**src/hw/rtl/erd_pkg.sv**
```systemverilog
// Shared types and constants for the escape run-length decoder.
// No dependencies; imported by every module of the block except erd_ram.
package erd_pkg;

   localparam int unsigned BYTE_W      = 8;
   localparam int unsigned LEN_W       = 9;
   localparam int unsigned COUNT_W     = 16;
   localparam int unsigned TABLE_DEPTH = 256;
   localparam int unsigned QUEUE_DEPTH = 4;

   localparam logic [LEN_W-1:0]   EXTEND_LENGTH = 9'd259;
   localparam logic [BYTE_W-1:0]  EXT_SHORT_LIMIT = 8'd128;
   localparam logic [COUNT_W-1:0] CHAR_BIAS = 16'd4;

   typedef enum logic [1:0] {
      REG_ESCAPE = 2'd0,
      REG_SINGLE = 2'd1,
      REG_DOUBLE = 2'd2,
      REG_TRIPLE = 2'd3
   } reg_index_type;

   typedef enum logic {
      ACT_STREAM = 1'b0,
      ACT_LOAD   = 1'b1
   } action_type;

   typedef struct packed {
      logic [BYTE_W-1:0] escape_byte;
      logic [BYTE_W-1:0] single_escape_code;
      logic [BYTE_W-1:0] double_escape_code;
      logic [BYTE_W-1:0] triple_escape_code;
   } cfg_type;

   typedef struct packed {
      logic [LEN_W-1:0]  length;
      logic [BYTE_W-1:0] char;
   } entry_type;

   typedef struct packed {
      logic [BYTE_W-1:0] stream_byte;
      entry_type         entry;
   } work_type;

endpackage

```
**src/hw/rtl/erd_ram.sv**
```systemverilog
// Generic single-port-write, single-port-read RAM with registered read data.
// No dependencies.
module erd_ram #(
   parameter int unsigned WIDTH = 17,
   parameter int unsigned DEPTH = 256
) (
   input  logic                     clock,
   input  logic                     wr_en,
   input  logic [$clog2(DEPTH)-1:0] wr_addr,
   input  logic [WIDTH-1:0]         wr_data,
   input  logic                     rd_en,
   input  logic [$clog2(DEPTH)-1:0] rd_addr,
   output logic [WIDTH-1:0]         rd_data
);

   logic [WIDTH-1:0] mem_ff [DEPTH];
   logic [WIDTH-1:0] rd_data_ff;

   always_ff @(posedge clock) begin
      if (wr_en) begin
         mem_ff[wr_addr] <= wr_data;
      end
      if (rd_en) begin
         rd_data_ff <= mem_ff[rd_addr];
      end
   end

   assign rd_data = rd_data_ff;

endmodule

```
**src/hw/rtl/erd_front.sv**
```systemverilog
// Front end: accepts input items, writes table loads, looks up every stream byte.
// Depends on erd_pkg and erd_ram.
module erd_front (
   input  logic                                     clock,
   input  logic                                     reset,
   input  logic                                     req_tvalid,
   output logic                                     req_tready,
   input  logic                                     req_action,
   input  logic [erd_pkg::BYTE_W-1:0]               req_stream_byte,
   input  logic [erd_pkg::BYTE_W-1:0]               req_entry_index,
   input  logic [erd_pkg::LEN_W-1:0]                req_entry_length,
   input  logic [erd_pkg::BYTE_W-1:0]               req_entry_char,
   input  logic [$clog2(erd_pkg::QUEUE_DEPTH+1)-1:0] queue_count,
   output logic                                     push_valid,
   output erd_pkg::work_type                        push_data
);
   import erd_pkg::*;

   localparam int unsigned ADDR_W = $clog2(TABLE_DEPTH);
   localparam int unsigned CNT_W  = $clog2(QUEUE_DEPTH + 1);

   logic                   accept;
   logic                   is_load;
   logic                   is_stream;
   logic [CNT_W:0]         in_use;
   entry_type              rd_entry;
   logic [TABLE_DEPTH-1:0] valid_ff, valid_in;
   logic                   lookup_ff, lookup_in;
   logic                   hit_ff, hit_in;
   logic [BYTE_W-1:0]      byte_ff, byte_in;

   assign in_use     = {1'b0, queue_count} + (CNT_W+1)'(lookup_ff);
   assign req_tready = (in_use < (CNT_W+1)'(QUEUE_DEPTH));
   assign accept     = req_tvalid & req_tready;
   assign is_load    = accept & (req_action == ACT_LOAD);
   assign is_stream  = accept & (req_action == ACT_STREAM);

   erd_ram #(
      .WIDTH ($bits(entry_type)),
      .DEPTH (TABLE_DEPTH)
   ) u_table (
      .clock   (clock),
      .wr_en   (is_load),
      .wr_addr (req_entry_index[ADDR_W-1:0]),
      .wr_data ({req_entry_length, req_entry_char}),
      .rd_en   (is_stream),
      .rd_addr (req_stream_byte[ADDR_W-1:0]),
      .rd_data (rd_entry)
   );

   always_comb begin
      valid_in  = valid_ff;
      lookup_in = is_stream;
      hit_in    = hit_ff;
      byte_in   = byte_ff;
      if (is_load) begin
         valid_in[req_entry_index[ADDR_W-1:0]] = 1'b1;
      end
      if (is_stream) begin
         hit_in  = valid_ff[req_stream_byte[ADDR_W-1:0]];
         byte_in = req_stream_byte;
      end
   end

   always_ff @(posedge clock) begin
      if (reset) begin
         valid_ff  <= '0;
         lookup_ff <= 1'b0;
      end else begin
         valid_ff  <= valid_in;
         lookup_ff <= lookup_in;
      end
      hit_ff  <= hit_in;
      byte_ff <= byte_in;
   end

   // An entry never loaded reads as empty
   always_comb begin
      push_valid            = lookup_ff;
      push_data.stream_byte = byte_ff;
      push_data.entry       = hit_ff ? rd_entry : '0;
   end

endmodule

```
**src/hw/rtl/erd_queue.sv**
```systemverilog
// Short FIFO between front end and decoder back end.
// Depends on erd_pkg.
module erd_queue (
   input  logic                                     clock,
   input  logic                                     reset,
   input  logic                                     push_valid,
   input  erd_pkg::work_type                        push_data,
   output logic                                     pop_valid,
   output erd_pkg::work_type                        pop_data,
   input  logic                                     pop_ready,
   output logic [$clog2(erd_pkg::QUEUE_DEPTH+1)-1:0] count
);
   import erd_pkg::*;

   localparam int unsigned PTR_W = $clog2(QUEUE_DEPTH);
   localparam int unsigned CNT_W = $clog2(QUEUE_DEPTH + 1);

   work_type         slot_ff [QUEUE_DEPTH];
   logic [PTR_W-1:0] wr_ptr_ff, wr_ptr_in;
   logic [PTR_W-1:0] rd_ptr_ff, rd_ptr_in;
   logic [CNT_W-1:0] count_ff, count_in;
   logic             do_pop;

   assign pop_valid = (count_ff != '0);
   assign pop_data  = slot_ff[rd_ptr_ff];
   assign do_pop    = pop_valid & pop_ready;
   assign count     = count_ff;

   always_comb begin
      wr_ptr_in = wr_ptr_ff;
      rd_ptr_in = rd_ptr_ff;
      count_in  = count_ff;
      if (push_valid) begin
         wr_ptr_in = wr_ptr_ff + PTR_W'(1);
      end
      if (do_pop) begin
         rd_ptr_in = rd_ptr_ff + PTR_W'(1);
      end
      case ({push_valid, do_pop})
         2'b10:   count_in = count_ff + CNT_W'(1);
         2'b01:   count_in = count_ff - CNT_W'(1);
         default: count_in = count_ff;
      endcase
   end

   always_ff @(posedge clock) begin
      if (reset) begin
         wr_ptr_ff <= '0;
         rd_ptr_ff <= '0;
         count_ff  <= '0;
      end else begin
         wr_ptr_ff <= wr_ptr_in;
         rd_ptr_ff <= rd_ptr_in;
         count_ff  <= count_in;
      end
      if (push_valid) begin
         slot_ff[wr_ptr_ff] <= push_data;
      end
   end

endmodule

```
**src/hw/rtl/erd_back.sv**
```systemverilog
// Back end: escape and run decoding state machine with registered result.
// Depends on erd_pkg.
module erd_back (
   input  logic                          clock,
   input  logic                          reset,
   input  erd_pkg::cfg_type              cfg,
   input  logic                          pop_valid,
   input  erd_pkg::work_type             pop_data,
   output logic                          pop_ready,
   output logic                          rsp_tvalid,
   input  logic                          rsp_tready,
   output logic [erd_pkg::BYTE_W-1:0]    rsp_run_byte,
   output logic [erd_pkg::COUNT_W-1:0]   rsp_run_count
);
   import erd_pkg::*;

   typedef enum logic [2:0] {
      ST_IDLE,
      ST_CODE,
      ST_CHAR,
      ST_EXT1,
      ST_EXT2
   } state_type;

   state_type          state_ff, state_in;
   logic [BYTE_W-1:0]  char_ff, char_in;
   logic [COUNT_W-1:0] count_ff, count_in;
   logic               out_valid_ff, out_valid_in;
   logic [BYTE_W-1:0]  out_byte_ff, out_byte_in;
   logic [COUNT_W-1:0] out_count_ff, out_count_in;
   logic               take;
   logic               emit;
   logic [BYTE_W-1:0]  emit_byte;
   logic [COUNT_W-1:0] emit_count;
   logic [BYTE_W-1:0]  b;
   entry_type          ent;

   assign pop_ready = ~out_valid_ff | rsp_tready;
   assign take      = pop_valid & pop_ready;
   assign b         = pop_data.stream_byte;
   assign ent       = pop_data.entry;

   always_comb begin
      state_in   = state_ff;
      char_in    = char_ff;
      count_in   = count_ff;
      emit       = 1'b0;
      emit_byte  = b;
      emit_count = COUNT_W'(1);
      if (take) begin
         unique case (state_ff)
            ST_IDLE: begin
               if (b == cfg.escape_byte) begin
                  state_in = ST_CODE;
               end else begin
                  emit = 1'b1;
               end
            end
            ST_CODE: begin
               state_in  = ST_IDLE;
               emit_byte = cfg.escape_byte;
               if (b == cfg.single_escape_code) begin
                  emit       = 1'b1;
                  emit_count = COUNT_W'(1);
               end else if (b == cfg.double_escape_code) begin
                  emit       = 1'b1;
                  emit_count = COUNT_W'(2);
               end else if (b == cfg.triple_escape_code) begin
                  emit       = 1'b1;
                  emit_count = COUNT_W'(3);
               end else if (ent.length != '0) begin
                  char_in    = ent.char;
                  count_in   = COUNT_W'(ent.length);
                  emit_byte  = ent.char;
                  emit_count = COUNT_W'(ent.length);
                  if (ent.length == EXTEND_LENGTH) begin
                     state_in = ST_EXT1;
                  end else begin
                     emit = 1'b1;
                  end
               end else begin
                  count_in = COUNT_W'(b) + CHAR_BIAS;
                  state_in = ST_CHAR;
               end
            end
            ST_CHAR: begin
               char_in    = b;
               emit_count = count_ff;
               if (count_ff == COUNT_W'(EXTEND_LENGTH)) begin
                  state_in = ST_EXT1;
               end else begin
                  state_in = ST_IDLE;
                  emit     = 1'b1;
               end
            end
            ST_EXT1: begin
               emit_byte = char_ff;
               if (b < EXT_SHORT_LIMIT) begin
                  state_in   = ST_IDLE;
                  emit       = 1'b1;
                  emit_count = COUNT_W'(EXTEND_LENGTH) + COUNT_W'(b);
               end else begin
                  state_in = ST_EXT2;
                  count_in = {1'b0, b[BYTE_W-2:0], {BYTE_W{1'b0}}}
                           + COUNT_W'(EXTEND_LENGTH) + COUNT_W'(EXT_SHORT_LIMIT);
               end
            end
            ST_EXT2: begin
               state_in   = ST_IDLE;
               emit       = 1'b1;
               emit_byte  = char_ff;
               emit_count = count_ff + COUNT_W'(b);
            end
            default: begin
               state_in = ST_IDLE;
            end
         endcase
      end
   end

   always_comb begin
      out_valid_in = out_valid_ff;
      out_byte_in  = out_byte_ff;
      out_count_in = out_count_ff;
      if (emit) begin
         out_valid_in = 1'b1;
         out_byte_in  = emit_byte;
         out_count_in = emit_count;
      end else if (rsp_tready) begin
         out_valid_in = 1'b0;
      end
   end

   always_ff @(posedge clock) begin
      if (reset) begin
         state_ff     <= ST_IDLE;
         char_ff      <= '0;
         count_ff     <= '0;
         out_valid_ff <= 1'b0;
      end else begin
         state_ff     <= state_in;
         char_ff      <= char_in;
         count_ff     <= count_in;
         out_valid_ff <= out_valid_in;
      end
      out_byte_ff  <= out_byte_in;
      out_count_ff <= out_count_in;
   end

   assign rsp_tvalid    = out_valid_ff;
   assign rsp_run_byte  = out_byte_ff;
   assign rsp_run_count = out_count_ff;

endmodule

```
**src/hw/rtl/escape_rle_decoder_top.sv**
```systemverilog
// Escape-coded run-length decoder: takes one compressed byte or one table load
// per clock and gives runs as a byte and a 16-bit count. A stream byte passes
// through the registered run-table read, then the four-entry queue, and then the
// decoder state machine, which loads the result register. Sustained rate is one
// item per cycle; the front end stalls only when the queue, counting a lookup in
// flight, fills because results are not being taken. Table entries are empty
// after reset at once, with no clearing pass. The user writes registers through
// the csr_ port only while no item is in flight; the block does not enforce it.
// Depends on erd_pkg, erd_front, erd_queue and erd_back.
module escape_rle_decoder_top (
   input  logic        clock,
   input  logic        reset,
   input  logic        req_tvalid,
   output logic        req_tready,
   input  logic [39:0] req_tdata,  // stream_byte, entry_index, entry_length, entry_char
   input  logic        req_tuser,  // action
   output logic        rsp_tvalid,
   input  logic        rsp_tready,
   output logic [23:0] rsp_tdata,  // run_byte, run_count
   input  logic        csr_psel,
   input  logic        csr_penable,
   input  logic        csr_pwrite,
   input  logic [3:0]  csr_paddr,
   input  logic [31:0] csr_pwdata,
   output logic [31:0] csr_prdata,
   output logic        csr_pready
);
   import erd_pkg::*;

   localparam int unsigned CNT_W = $clog2(QUEUE_DEPTH + 1);

   cfg_type            cfg_ff, cfg_in;
   reg_index_type      reg_sel;
   logic               csr_write;
   logic               push_valid;
   work_type           push_data;
   logic               pop_valid;
   logic               pop_ready;
   work_type           pop_data;
   logic [CNT_W-1:0]   queue_count;
   logic [BYTE_W-1:0]  run_byte;
   logic [COUNT_W-1:0] run_count;
   logic [BYTE_W-1:0]  rd_value;

   assign csr_pready = 1'b1;
   assign reg_sel    = reg_index_type'(csr_paddr[3:2]);
   assign csr_write  = csr_psel & csr_penable & csr_pwrite & csr_pready;

   always_comb begin
      cfg_in = cfg_ff;
      if (csr_write) begin
         unique case (reg_sel)
            REG_ESCAPE: cfg_in.escape_byte        = csr_pwdata[BYTE_W-1:0];
            REG_SINGLE: cfg_in.single_escape_code = csr_pwdata[BYTE_W-1:0];
            REG_DOUBLE: cfg_in.double_escape_code = csr_pwdata[BYTE_W-1:0];
            REG_TRIPLE: cfg_in.triple_escape_code = csr_pwdata[BYTE_W-1:0];
            default:    cfg_in = cfg_ff;
         endcase
      end
   end

   always_comb begin
      unique case (reg_sel)
         REG_ESCAPE: rd_value = cfg_ff.escape_byte;
         REG_SINGLE: rd_value = cfg_ff.single_escape_code;
         REG_DOUBLE: rd_value = cfg_ff.double_escape_code;
         REG_TRIPLE: rd_value = cfg_ff.triple_escape_code;
         default:    rd_value = '0;
      endcase
   end

   assign csr_prdata = {24'd0, rd_value};

   always_ff @(posedge clock) begin
      if (reset) begin
         cfg_ff <= '0;
      end else begin
         cfg_ff <= cfg_in;
      end
   end

   erd_front u_front (
      .clock            (clock),
      .reset            (reset),
      .req_tvalid       (req_tvalid),
      .req_tready       (req_tready),
      .req_action       (req_tuser),
      .req_stream_byte  (req_tdata[7:0]),
      .req_entry_index  (req_tdata[15:8]),
      .req_entry_length (req_tdata[24:16]),
      .req_entry_char   (req_tdata[32:25]),
      .queue_count      (queue_count),
      .push_valid       (push_valid),
      .push_data        (push_data)
   );

   erd_queue u_queue (
      .clock      (clock),
      .reset      (reset),
      .push_valid (push_valid),
      .push_data  (push_data),
      .pop_valid  (pop_valid),
      .pop_data   (pop_data),
      .pop_ready  (pop_ready),
      .count      (queue_count)
   );

   erd_back u_back (
      .clock         (clock),
      .reset         (reset),
      .cfg           (cfg_ff),
      .pop_valid     (pop_valid),
      .pop_data      (pop_data),
      .pop_ready     (pop_ready),
      .rsp_tvalid    (rsp_tvalid),
      .rsp_tready    (rsp_tready),
      .rsp_run_byte  (run_byte),
      .rsp_run_count (run_count)
   );

   assign rsp_tdata = {run_count, run_byte};

endmodule
```
**config.mk**
```make
export PLATFORM = sky130hd
export DESIGN_NAME = escape_rle_decoder_top
export DESIGN_NICKNAME = d
export VERILOG_FILES = /design/src/hw/rtl/erd_pkg.sv /design/src/hw/rtl/erd_ram.sv /design/src/hw/rtl/erd_front.sv /design/src/hw/rtl/erd_queue.sv /design/src/hw/rtl/erd_back.sv /design/src/hw/rtl/escape_rle_decoder_top.sv
export SDC_FILE = /design/constraint.sdc
export NUM_CORES = 2
export LEC_CHECK = 0
export BUFFER_PORTS_ARGS = -buffer_cell sky130_fd_sc_hd__buf_2
export CELL_PAD_IN_SITES_DETAIL_PLACEMENT = 1
export CELL_PAD_IN_SITES_GLOBAL_PLACEMENT = 2
export CORE_UTILIZATION = 40
export DETAILED_ROUTE_END_ITERATION = 7
export PLACE_DENSITY_LB_ADDON = 0.1
export SKIP_LAST_GASP = 1
export SLEW_MARGIN = 20
export SYNTH_ARGS = -nofsm -noshare
export SYNTH_HDL_FRONTEND = slang
export SYNTH_MEMORY_MAX_BITS = 65536
export SYNTH_SLANG_ARGS = --single-unit
```
**constraint.sdc**
```tcl
create_clock -name clock -period 11.3 [get_ports clock]
set_input_delay 0.565 -clock clock [delete_from_list [all_inputs] [get_ports clock]]
set_output_delay 0.565 -clock clock [all_outputs]
set_load 0.02 [all_outputs]
```
======== Yosys cells after proc, flatten, opt, wreduce, memory -nomap -nowiden ========
Memories as Yosys holds them, arrays and structs flattened. A register that Yosys moved wholly into a read port is not among the register bits.
Index checks and enable logic that the tools add are counted.
word-level totals
  register bits after elaboration ......... 357
  word-level logic and storage cells ...... 139
  input port bits ......................... 84
  output and inout port bits .............. 59
  bits in writable memories ............... 4452
  memories kept ........................... 2
memory list
  memory                  depth  width  read ports  clocked after memory_dff  write ports  RTL line         RTL
  u_front.u_table.mem_ff  256    17     1           1                         1            erd_ram.sv:16    logic [WIDTH-1:0] mem_ff [DEPTH];
  u_queue.slot_ff         4      25     1           1                         1            erd_queue.sv:18  work_type slot_ff [QUEUE_DEPTH];
operators by class
  bitwise gates (word level) .............. 10
  eq/ne operators ......................... 21
  mux-type cells .......................... 57
  add/subtract/negate cells ............... 10
  $lt $le $gt $ge ......................... 5
  reductions and logical operators ........ 17
operators by type and width
  cell                                                                          count
  256-bit OR                                                                    1
  16-bit two-way mux                                                            9
  8-bit two-way mux                                                             9
  16-bit case mux with 4 select lines                                           1
  8-bit equality test                                                           4
  16-bit case mux with 2 select lines                                           1
  8-bit case mux with 2 select lines                                            2
  8-bit case mux with 4 select lines                                            1
  8-bit by 9-bit less-than comparator with 1-bit output, second input constant  2
  1-bit two-way mux                                                             17
  17-bit two-way mux                                                            1
  15-bit by 9-bit adder with 16-bit output, second input constant               1
  16-bit by 8-bit adder with 16-bit output                                      1
  16-bit by 8-bit adder with 16-bit output, second input constant               1
  16-bit by 9-bit equality test with 1-bit output, second input constant        1
  3-bit two-way mux                                                             5
  3-bit case mux with 4 select lines                                            1
  6-bit AND reduction                                                           2
  9-bit by 8-bit adder with 10-bit output, first input constant                 1
  2-bit two-way mux                                                             5
  2-bit AND reduction                                                           5
  8-bit by 3-bit adder with 9-bit output, second input constant                 1
  9-bit equality test, second input constant                                    1
  9-bit two-way mux                                                             1
  other kinds (28)                                                              46

======== Depth between registers and ports, before layout ========
  depth in word-level cells ............... 9
  mapped depth ............................ 15
  gate-level depth less buffers ........... 13

======== Cells and area by module ========
A second synthesis with hierarchy kept.
second synthesis, totals
  cell total of the unflattened synthesis .. 9750
  area total of the unflattened synthesis .. 190298.8 um2
by module, submodules not included
  module                  cells an instance  times used  seq. area each (um2)  area each (um2)
  erd_ram                 7797               1           131195.8              169874.2
  erd_front               1155               1           5415.2                10578.9
  erd_queue               178                1           3183.1                4093.9
  erd_back                455                1           1281.2                4045.1
  escape_rle_decoder_top  165                1           640.6                 1706.6

======== Worst setup path before layout ========
OpenSTA, ideal clock, no wires.
  path type ............................... register to register
  from .................................... register (tool-made name)
  to ...................................... register u_back.out_byte_ff[0] (netlist: u_back.rsp_run_byte[0]), enable pin
  buffers on the path ..................... 3
  arrival ................................. 3439 ps
  period minus slack after synthesis ...... 3852 ps
  cell stages (with the launch flop) ...... 11
  required time ........................... 10887 ps
  path slack .............................. 7448 ps
  library setup time ...................... 413 ps
  cell sequence ........................... dfxtp_1 > buf_6 > buf_6 > mux4_2 > buf_2 > xnor2_1 > nand4_1 > nor2_2 > nor3_1 > a21o_1 > a21oi_1
RTL lines
  element               RTL line         RTL
  end signal, assigned  erd_back.sv:146  out_byte_ff <= out_byte_in;
  end, declared         erd_back.sv:29   logic [BYTE_W-1:0] out_byte_ff, out_byte_in;

======== Worst setup path in the final report ========
  from .................................... register u_front.lookup_ff (netlist: u_front.push_valid)
  to ...................................... memory u_front.u_table.mem_ff[24][8], enable pin
between the ends
  cells in the longest elaborated chain, start to end .. 6
RTL lines
  element                                                RTL line         RTL
  start, declared                                        erd_front.sv:28  logic lookup_ff, lookup_in;
  start signal, assigned                                 erd_front.sv:71  lookup_ff <= lookup_in;
  3-bit by 1-bit adder with 4-bit output                 erd_front.sv:32  assign in_use = {1'b0, queue_count} + (CNT_W+1)'(lookup_ff);
  4-bit by 3-bit less-than comparator with 1-bit output  erd_front.sv:33  assign req_tready = (in_use < (CNT_W+1)'(QUEUE_DEPTH));
  1-bit bitwise AND                                      erd_front.sv:34  assign accept = req_tvalid & req_tready;
  1-bit bitwise AND                                      erd_front.sv:35  assign is_load = accept & (req_action == ACT_LOAD);
  1-bit two-way mux                                      erd_ram.sv:20    if (wr_en) begin
  1-bit two-way mux (implied by the code)                erd_ram.sv:21    mem_ff[wr_addr] <= wr_data;
  end, declared                                          erd_ram.sv:16
No other way between the ends.

==> impl_results.md <==
* Endpoints failing hold at 0
* Synth Area in Compound Gates at 1.31%
* Share of layout cells above drive strength 1 at between 30 and 40%
* Largest family of logic cells by synthesized area: multiplexers
* Relative slew slack at around 22%
* Core area at 464000 sq um
* Most frequent cells after synthesis: edfxtp_1, mux4_2, nor2_1
* Switching portion of total power at 22.5%
* Crit end category: register
* Antenna violations before repair at 34
* Setup Crit Path Kind: reg2reg
* Post-synthesis sequential area ratio at 76.1%
* # H-tree levels at 6
* GRT Total Usage at between 20% and 30%
* Io pins at 143
* Ys async rst share at 0%
* Die area at 468000 sq um
* Largest net degree at the start of global routing at 184
* RR Startpoint: u_front.push_valid
* EDFF count, synth at 4502
* Share of the synthesized area in the top cell type at between 70% and 80%
* P_leak at 66.4 nW
* Number of global-route vias before repair at 94000
* Clk slew on worst S/H paths at 60 ps
* Hold wc startpoint: req_tdata[22]
* IO buf count at between 80 and 90
* Row count at 250
* Clock tree buffer depth at 4
* DRC Markers at 0
* Layout Nets at 9100
* Die width at 684 um
* Pwr dens at between 150 and 200 nW/um^2
* Mapped cell area at 186000 sq um
* Max IR drop VDD at between 0.00015 and 0.0002 V
* Crit path launch type: register
* Cell-internal power at 30.1 mW
* Sw Pwr at about 8.7 mW
* Post-Syn Instances at 8463
* Final wirelength at ~530000 um
* Fmax at 0.202 GHz
* First-pass GRT wire length at 738000 um
* Worst Tran Pin Value at 1170 ps
* Hold EP: u_front.u_table.mem_ff[235][14]
* Vias after detailed routing at 89000
* Number of vias per cell at 5.70
* Drt initial violations at 8375
* Hold Path Class: in2reg
* # clock sinks at between 4000 and 5000
* Status: completed
* Logic pwr share at 6.2%
* Syn_area_per_cell at 22.0 sq um
* CTS tree: done
* Reg-to-Reg End: u_front.u_table.mem_ff[24][8]
* Mux share of post-synthesis cell area at 18.6%
* Crit-path max FO at 16
* Simple-gate share of the synthesized area at 2.39%
* Final setup margin at 6340 ps
* Adder-Cell Fraction of Synth Area at 0.129%
* Xor and xnor fraction of the mapped netlist area at less than 1%
* Detail Route Antenna Nets at 0
* Final period utilization at between 40% and 50%
* Post-synth cell types at 69
* CP required at 12040 ps
* Register bit count reported by yosys at 4828
* Synth top area cells: edfxtp_1, mux4_2, dfxtp_1
* Clock power frac at 43.1%
* Max Slew Vio Count at 0
* Layout Skew at 30.0 ps
* Power consumption at 38.9 mW
* Area leader, netlist: edfxtp_1
* DRT Pass-1 Iters at 5
* GP Congestion at 0.761
* RSZ-0062 raised after global routing: false
* GRT Residual Overflow at 0
* WL/cell at 33.8 um
* Worst Reg-to-Reg Cells at 7
* Sequential power share at 50.7%
* Minimum clock period at 4960 ps
* Reg2reg setup slack at approximately 6300 ps
* Count leader, synth: edfxtp_1
* Pre-CTS WS at between 5000 and 6000 ps
* Hold slack at around 36 ps
* Number of max-cap violations at 0
* Die Ht at between 600 and 700 um
* Synth Flop Type: edfxtp_1
* Final setup viols at 0
* WHS Path Cells at 1
* WP data arrival at 5700 ps
* Later-pin clock latency in the skew report at 1060 ps
* Inserted Clock Buffers at ~540
* Syn. warnings at 0
* Initial Utilization at 40.2%
* Root buffer cell: clkbuf_16
* Syn-to-layout area delta at 14.8%
* DP Wirelength at 300000 um
* Setup_tns at 0 ps
[worst max-delay path: stages, from the launching register on]
cell	delay, ps
dfxtp_1	410
a31oi_1	280
and3_1	810
nand2_1	150
nor2_1	720
nand2_1	760
nor2_1	1050
buf_4	400
[logic make-up after synthesis]
family,count (synthesis)
XOR/XNOR,58
AND/OR/NAND/NOR,1028
flip-flops,4828
buffers and inverters,523
other,2
multiplexers,1623
adder cells (fa/ha/maj),18
AO/OA/AOI/OAI,383
[registers in the layout, summed over array words and instances, names as in the netlist, 8 cells and up, named ones only]
register,cells
u_front.u_table.mem_ff,4352
cfg_ff,32
u_back.rsp_run_count,16
u_front.valid_ff,256
u_front.byte_ff,8
u_back.rsp_run_byte,8
u_front.u_table.rd_data,17
u_back.count_ff,16
u_back.char_ff,8
u_queue.slot_ff,100
[through the flow]
| stage | cell area, sq um | utilization [%] | instances |
|---|---|---|---|
| after CTS | 213000 | 46.1 | 15600 |
| after global placement | 197000 | 42.4 | 14600 |
| after detailed placement | 197000 | 42.4 | 14600 |
| after floorplan | 186000 | - | 8486 |
| after global routing | 214000 | 46.1 | 15600 |
| final | 214000 | 46.1 | 15600 |
[worst max-delay path by stage]
stage	from	to	slack [ps]	depth (start not counted)
6_report	u_front.push_valid	u_front.u_table.mem_ff[24][8]	6340	7
5_1_grt	u_front.push_valid	u_front.u_table.mem_ff[31][3]	6230	7
4_1_cts	u_front.push_valid	u_front.u_table.mem_ff[23][11]	6320	7
3_5_place_dp	req_tdata[0]	u_front.u_table.rd_data[5]	5490	8
3_3_place_gp	req_tdata[0]	u_front.u_table.rd_data[5]	5510	8
2_1_floorplan	register	u_back.rsp_run_byte[0]	7450	10
[cell usage in the layout, fill, tap and decap left out, types with 43 or more instances in the layout]
master	n
edfxtp_1	4502
mux4_2	1471
clkbuf_16	550
nor2_1	480
buf_4	335
dfxtp_1	325
a21oi_1	186
nor2_2	182
mux2i_1	146
clkbuf_1	126
clkinv_1	124
nand2_1	71
clkinv_2	71
nor2_4	62
buf_2	60
a22oi_1	54
xnor2_1	48
nor2b_1	43
[final cells by class]
cell class,instances,area (sq um)
antenna,23,57.6
clock buffer,691,14400
clock inverter,267,2140
fill,41500,250000
inverter,17,63.8
multi-input combinational,3135,43500
sequential,4828,142000
tap,6174,7720
timing repair buffer,481,4130
[timing repair]
action | CTS | global route
resized for setup | 0 | 0
buffers inserted | 0 | 0
setup endpoints to repair | 0 | 0
hold endpoints to repair | 521 | 16
hold buffers | 28 | 1
[layer usage]
layer	GRT usage, %	vias to the layer above	wire length, um	share of wire (%)
li1	-	36600	-	-
met1	31.8	49300	231000	44
met2	36.5	2500	256000	49
met3	3.11	632	27200	5.2
met4	5.20	8	13200	2.5
met5	0	-	50	0.0095
[power by group through the flow]
stage | Sequential [mW] | Clock (mW) | Combinational (mW)
after detailed placement | 20.1 | 0 | 2.44
after global placement | 20.1 | 0 | 2.40
after floorplan | 20.1 | 0 | 1.31
after CTS | 19.7 | 17.2 | 2.45
after global routing | 19.7 | 17.7 | 2.57
final | 19.7 | 16.8 | 2.42
No activity file was read; power rests on OpenSTA's default activity.
